--- src/sv/c2s_pkg.sv ---
`timescale 1ns / 1ps
// Shared widths, constants, payload types and arctangent table for the spherical converter.
package c2s_pkg;

  // Coordinate width of the input fields and derived fixed-point widths
  localparam int unsigned COORD_WIDTH = 16;
  // Fraction bits added to the coordinates before the rotation stages
  localparam int unsigned FB = (COORD_WIDTH >= 31) ? 0 :
                               (((31 - COORD_WIDTH) > 8) ? 8 : (31 - COORD_WIDTH));
  // Rotation datapath width: scaled coordinate plus headroom for the CORDIC gain
  localparam int unsigned CX_W    = COORD_WIDTH + FB + 3;
  // Angle accumulator, 2^-32 of a turn per LSB
  localparam int unsigned ACC_W   = 32;
  // Sum of two squares
  localparam int unsigned R2_W    = 2 * COORD_WIDTH;
  // Square root radicand, root and partial remainder
  localparam int unsigned SQ_IN_W = R2_W + 2 * FB;
  localparam int unsigned RT_W    = SQ_IN_W / 2;
  localparam int unsigned RM_W    = RT_W + 3;
  // Output field width
  localparam int unsigned ANG_W   = 16;
  localparam int unsigned ATAN_LEN = 24;

  // Output angle codes, 65536 is a full turn
  localparam logic [ANG_W-1:0] TURN_ZERO     = 16'h0000;
  localparam logic [ANG_W-1:0] TURN_QUARTER  = 16'h4000;
  localparam logic [ANG_W-1:0] TURN_HALF     = 16'h8000;
  localparam logic [ANG_W-1:0] TURN_3QUARTER = 16'hC000;

  // Accumulator constants: half turn and rounding offset for the top 16 bits
  localparam logic [ACC_W-1:0] ACC_HALF = 32'h8000_0000;
  localparam logic [ACC_W-1:0] ACC_RND  = 32'h0000_8000;

  typedef struct packed {
    logic signed [COORD_WIDTH-1:0] x_coord;
    logic signed [COORD_WIDTH-1:0] y_coord;
    logic signed [COORD_WIDTH-1:0] z_coord;
  } c2s_in_t;

  typedef struct packed {
    logic [ANG_W-1:0] radius_out;
    logic [ANG_W-1:0] theta_out;
    logic [ANG_W-1:0] phi_out;
    logic             zero_vector;
  } c2s_out_t;

  // Sign and zero status of the input vector, carried down the pipeline
  typedef struct packed {
    logic zero;
    logic x_zero;
    logic y_zero;
    logic x_neg;
    logic y_neg;
    logic z_zero;
    logic z_neg;
  } c2s_flags_t;

  // Side data that rides along the square root stages
  typedef struct packed {
    c2s_flags_t             flags;
    logic signed [CX_W-1:0] phi_x;
    logic signed [CX_W-1:0] phi_y;
    logic signed [CX_W-1:0] az;
  } c2s_side_t;

  // Side data that rides along the rotation stages
  typedef struct packed {
    c2s_flags_t       flags;
    logic [ANG_W-1:0] radius;
  } c2s_tail_t;

  // Arctangent of 2^-i in 2^-32 turn units
  function automatic logic [ACC_W-1:0] atan_ent(input int unsigned idx);
    logic [ACC_W-1:0] val;
    case (idx)
      0:       val = 32'd536870912;
      1:       val = 32'd316933406;
      2:       val = 32'd167458907;
      3:       val = 32'd85004756;
      4:       val = 32'd42667331;
      5:       val = 32'd21354465;
      6:       val = 32'd10679838;
      7:       val = 32'd5340245;
      8:       val = 32'd2670163;
      9:       val = 32'd1335087;
      10:      val = 32'd667544;
      11:      val = 32'd333772;
      12:      val = 32'd166886;
      13:      val = 32'd83443;
      14:      val = 32'd41722;
      15:      val = 32'd20861;
      16:      val = 32'd10430;
      17:      val = 32'd5215;
      18:      val = 32'd2608;
      19:      val = 32'd1304;
      20:      val = 32'd652;
      21:      val = 32'd326;
      22:      val = 32'd163;
      23:      val = 32'd81;
      default: val = '0;
    endcase
    return val;
  endfunction

endpackage

--- src/sv/c2s_prep.sv ---
`timescale 1ns / 1ps
// Front end: squares, sign flags, scaled rotation inputs and square root radicands.
module c2s_prep (
  input  logic                            clk_i,
  input  logic                            rst_ni,
  input  logic                            en_i,
  input  logic                            vld_i,
  input  c2s_pkg::c2s_in_t                in_data_i,
  output logic                            vld_o,
  output logic [c2s_pkg::SQ_IN_W-1:0]     rho_sq_o,
  output logic [c2s_pkg::SQ_IN_W-1:0]     rad_sq_o,
  output c2s_pkg::c2s_side_t              side_o
);

  localparam int unsigned CW      = c2s_pkg::COORD_WIDTH;
  localparam int unsigned CX_W    = c2s_pkg::CX_W;
  localparam int unsigned R2_W    = c2s_pkg::R2_W;
  localparam int unsigned SQ_IN_W = c2s_pkg::SQ_IN_W;
  localparam int unsigned FB      = c2s_pkg::FB;

  logic signed [CW-1:0]   x_in, y_in, z_in;
  logic signed [R2_W-1:0] x_prod, y_prod, z_prod;
  logic signed [CX_W-1:0] x_scl, y_scl, z_scl;
  c2s_pkg::c2s_flags_t    flags_d;
  c2s_pkg::c2s_side_t     side_d;

  logic                   v1_q, v2_q;
  logic [R2_W-1:0]        x2_q, y2_q, z2_q;
  c2s_pkg::c2s_side_t     side1_q, side2_q;
  logic [R2_W-1:0]        rho2, sum3;
  logic [SQ_IN_W-1:0]     rho_sq_d, rad_sq_d, rho_sq_q, rad_sq_q;

  assign x_in = in_data_i.x_coord;
  assign y_in = in_data_i.y_coord;
  assign z_in = in_data_i.z_coord;

  // Square each coordinate
  assign x_prod = x_in * x_in;
  assign y_prod = y_in * y_in;
  assign z_prod = z_in * z_in;

  // Scale coordinates into the fixed-point rotation format
  assign x_scl = CX_W'(x_in) <<< FB;
  assign y_scl = CX_W'(y_in) <<< FB;
  assign z_scl = CX_W'(z_in) <<< FB;

  // Classify the vector and fold it into the right half plane
  always_comb begin
    flags_d.x_zero = (x_in == '0);
    flags_d.y_zero = (y_in == '0);
    flags_d.z_zero = (z_in == '0);
    flags_d.x_neg  = x_in[CW-1];
    flags_d.y_neg  = y_in[CW-1];
    flags_d.z_neg  = z_in[CW-1];
    flags_d.zero   = flags_d.x_zero & flags_d.y_zero & flags_d.z_zero;
    side_d.flags   = flags_d;
    side_d.phi_x   = flags_d.x_neg ? -x_scl : x_scl;
    side_d.phi_y   = flags_d.x_neg ? -y_scl : y_scl;
    side_d.az      = flags_d.z_neg ? -z_scl : z_scl;
  end

  // Sum the squares and line up both radicands
  assign rho2     = x2_q + y2_q;
  assign sum3     = rho2 + z2_q;
  assign rho_sq_d = SQ_IN_W'(rho2) << (2 * FB);
  assign rad_sq_d = SQ_IN_W'({sum3, 2'b00});

  // Advance valid bits
  always_ff @(posedge clk_i or negedge rst_ni) begin
    if (!rst_ni) begin
      v1_q <= 1'b0;
      v2_q <= 1'b0;
    end else if (en_i) begin
      v1_q <= vld_i;
      v2_q <= v1_q;
    end
  end

  // Advance payload
  always_ff @(posedge clk_i) begin
    if (en_i) begin
      x2_q     <= $unsigned(x_prod);
      y2_q     <= $unsigned(y_prod);
      z2_q     <= $unsigned(z_prod);
      side1_q  <= side_d;
      rho_sq_q <= rho_sq_d;
      rad_sq_q <= rad_sq_d;
      side2_q  <= side1_q;
    end
  end

  assign vld_o    = v2_q;
  assign rho_sq_o = rho_sq_q;
  assign rad_sq_o = rad_sq_q;
  assign side_o   = side2_q;

endmodule

--- config.mk ---
export PLATFORM = sky130hd
export DESIGN_NAME = c2s_prep
export DESIGN_NICKNAME = d
export VERILOG_FILES = /design/src/sv/c2s_pkg.sv /design/src/sv/c2s_prep.sv
export SDC_FILE = /design/constraint.sdc
export NUM_CORES = 2
export LEC_CHECK = 0
export BUFFER_PORTS_ARGS = -buffer_cell sky130_fd_sc_hd__buf_2
export CAP_MARGIN = 20
export CORE_MARGIN = 2
export CORE_UTILIZATION = 45
export DETAILED_ROUTE_END_ITERATION = 6
export HOLD_SLACK_MARGIN = 0.03
export PLACE_DENSITY = 0.59
export SLEW_MARGIN = 40
export SYNTH_ARGS = -nofsm -noshare
export SYNTH_HDL_FRONTEND = slang
export SYNTH_SLANG_ARGS = --single-unit
--- constraint.sdc ---
create_clock -name clk_i -period 5.3 [get_ports clk_i]
set_clock_uncertainty 0.15 [all_clocks]
set_input_delay 0.265 -clock clk_i [delete_from_list [all_inputs] [get_ports clk_i]]
set_output_delay 0.265 -clock clk_i [all_outputs]
set_load 0.01 [all_outputs]
==> run metrics <==
status=finished, violations left; failing checks=negative setup slack; vias in the first global route=30000; crit-path cells=buf_6 > clkinvlp_4 > buf_4 > nor2_2 > xnor2_1 > ha_2 > a31oi_4 > fa_2 > fa_1 > fa_1 > fa_2 > fa_2 > inv_2 > ha_4 > a21o_1 > a211o_1 > a2111oi_4 > a211oi_2 > o221ai_2 > o2111ai_2 > a21oi_2 > xnor2_1; synthesis-to-layout area growth=27.4%; synthesized area=39600 um2; number of core rows=108; initial core utilization=45.5%; filler instances=7656; 1st-iter DRT viols=1129; busiest grt layer=met2; clock slew seen by the registers of the worst setup and hold paths=0.05 ns; Hold WC Path Type=input port to flip-flop; fin nets=5808; Setup crit end kind=flip-flop; die footprint=90500 um2; Top FF cell, synth=edfxtp_1; final setup violation count=8; H-tree levels=2; most common cell in the netlist=inv_1; CTS tree=done; ANT cells=0; fin crit period=5.37 ns; CP arrival=5.57 ns; fin. max-slew vios=0; DR WL/cell=16.2 um; met2 Usage GRT=37.9%; CTS Buf Count=36; top cells by area, synth=fa_1, edfxtp_1, ha_1, inv_1, xnor2_1; Routed Antenna Nets=0; Clock Latency Late Sink=0.61 ns; layout cell share with drive strength beyond 1=27.9%; Seq/Total Area, Yosys=21.5%; Floorplan Core Area=87000 um2; Rel. slew slack=41.0%; most frequent cells after synthesis=inv_1, fa_1, ha_1; Synth Register Bits=284; Via density=4.81; Worst EP required=5.50 ns; global-route wire length before repair=155000 um; Setup TNS Final=-0.309 ns; Avg Inst Size Synth=10.3 um2; YS warnings=0; GPL Wtd Cong=0.908; RSZ-0062 raised after global routing=true; Period Utilization, post-route=101%; post-synth top area share=35.6%; Critical Path Slowest Stage Cell=fa_2; DRC=0; met3 Use GR=2.26%; largest net degree at the start of global routing=90; vias=28300; Mapped Cells=3863; setup ws final=-0.0729 ns; Final Hold Fails=0; Detailed Place HPWL=80700 um; IO buf count=180; Die Y=301 um; global-route usage over all layers=21.9%; Max Root-Sink Buffers=3; WL final=95700 um; Worst Setup Path Type=input port to flip-flop; IO Count=237; grt met1 use=29.9%; Sink Count=284; CTS Root Cell=clkbuf_16; DR pass1 iterations=5; Die W=301 um; GRT overflow=0; initial antenna violation count=5; Netlist cell types=85; asr flop ratio synth=0.704%; CP Max Fanout=5; CP dominant cell by count=fa_2; CP max stage delay=0.59 ns; area leader, netlist=fa_1; Post-synth EDFFs=282; critical path startpoint category=input port; Least-Margin Pin Slew=0.878 ns; Max Clock Freq=186 MHz; Max-cap violations=0
-- per-layer routing --
layer | wire [um] | share of wire, %
met3 | 3540 | 3.7
met5 | 10 | 0.010
met1 | 42400 | 44
met4 | 1710 | 1.8
met2 | 48100 | 50
-- cell usage in the layout, fill, tap and decap left out, types with 24 or more instances in the layout --
| cell type | netlist | layout |
|---|---|---|
| conb_1 | 1 | 62 |
| inv_2 | 3 | 59 |
| nor3_1 | 27 | 24 |
| and2_4 | 1 | 26 |
| nand3_1 | 35 | 31 |
| dlygate4sd3_1 | 0 | 25 |
| buf_2 | 0 | 136 |
| a21o_1 | 61 | 61 |
| nor2_1 | 187 | 160 |
| a21oi_1 | 131 | 89 |
| a21oi_2 | 3 | 40 |
| edfxtp_1 | 282 | 282 |
| nand2_1 | 286 | 249 |
| ha_4 | 0 | 36 |
| buf_4 | 56 | 645 |
| nand2_2 | 1 | 24 |
| fa_2 | 0 | 49 |
| o21bai_1 | 25 | 24 |
| ha_1 | 341 | 300 |
| xnor2_1 | 189 | 178 |
| inv_1 | 985 | 923 |
| fa_1 | 704 | 655 |
| o21ai_0 | 49 | 34 |
| and2_1 | 98 | 73 |
| clkbuf_16 | 0 | 36 |
| xor2_1 | 38 | 37 |
| buf_6 | 0 | 64 |
-- per-stage QoR --
stage          hold slack [ns]  utilization, %  setup WS [ns]  cells  area (um2)
3_5_place_dp           -0.0966            54.2         -0.920   5751       47100
6_report                0.0336            58.0        -0.0729   5893       50500
5_1_grt                 0.0334            58.0         -0.260   5893       50500
4_1_cts                 0.0302            56.5         -0.110   5859       49200
2_1_floorplan           -0.181               -         -0.602   3924       41200
3_3_place_gp           -0.0999            54.2         -0.865   5751       47100
-- what timing repair did --
item	in CTS	in global routing
pin swaps	86	162
endpoints found under the hold margin	25	4
hold buffers	22	4
endpoints found under the setup margin	26	48
setup buffers	22	31
resized for setup	144	283
-- kinds of logic (layout without fill, tap and decap cells) --
logic type / count (synthesis) / after routing / share of synthesized area, %
flip-flops: 284 / 284 / 21.5
buffers and inverters: 1151 / 1965 / 11.4
multiplexers: 6 / 6 / 0.158
other: 1 / 62 / 0.00946
AO/OA/AOI/OAI: 408 / 408 / 6.94
adder cells (fa/ha/maj): 1045 / 1045 / 46.3
AND/OR/NAND/NOR: 740 / 740 / 8.58
XOR/XNOR: 228 / 228 / 5.07
-- critical path: cells and delay by family --
kind,cells,cell delay [ns]
simple gates,1,0.11
xor+xnor,2,0.20
fa+ha+maj,7,2.92
buf+inv,4,0.48
compound gates,8,1.57
-- registers in the layout (all words and copies together), names as in the netlist --
name / flops
side_o: 64
side1_q: 61
rad_sq_o: 32
rho_sq_o: 32
x2_q: 31
y2_q: 31
z2_q: 31
v1_q: 1
vld_o: 1
-- final cells by class --
type	count	area, um2	area share (%)
sequential	284	8520	16.9
clock buffer	39	912	1.81
multi-input combinational	2489	28400	56.3
tap	1155	1450	2.86
clock inverter	26	275	0.545
timing repair buffer	904	7120	14.1
inverter	996	3790	7.52
-- worst paths after layout --
path	start	endpoint	slack, ns	cells past startpoint
hold reg to reg	side1_q[71]	side_o[71]	0.26	0
setup / recovery	in_data_i[31]	y2_q[30]	-0.07	22
setup reg to reg	x2_q[2]	rad_sq_o[33]	0.28	20
min in group asynchronous	rst_ni	v1_q	0.43	3
hold / removal	in_data_i[36]	side1_q[66]	0.03	3
max in group asynchronous	rst_ni	vld_o	4.45	3
Power is left out: the tool's default activity adds up to more than one toggle a clock period on the data nets, which glitch-free logic cannot reach.
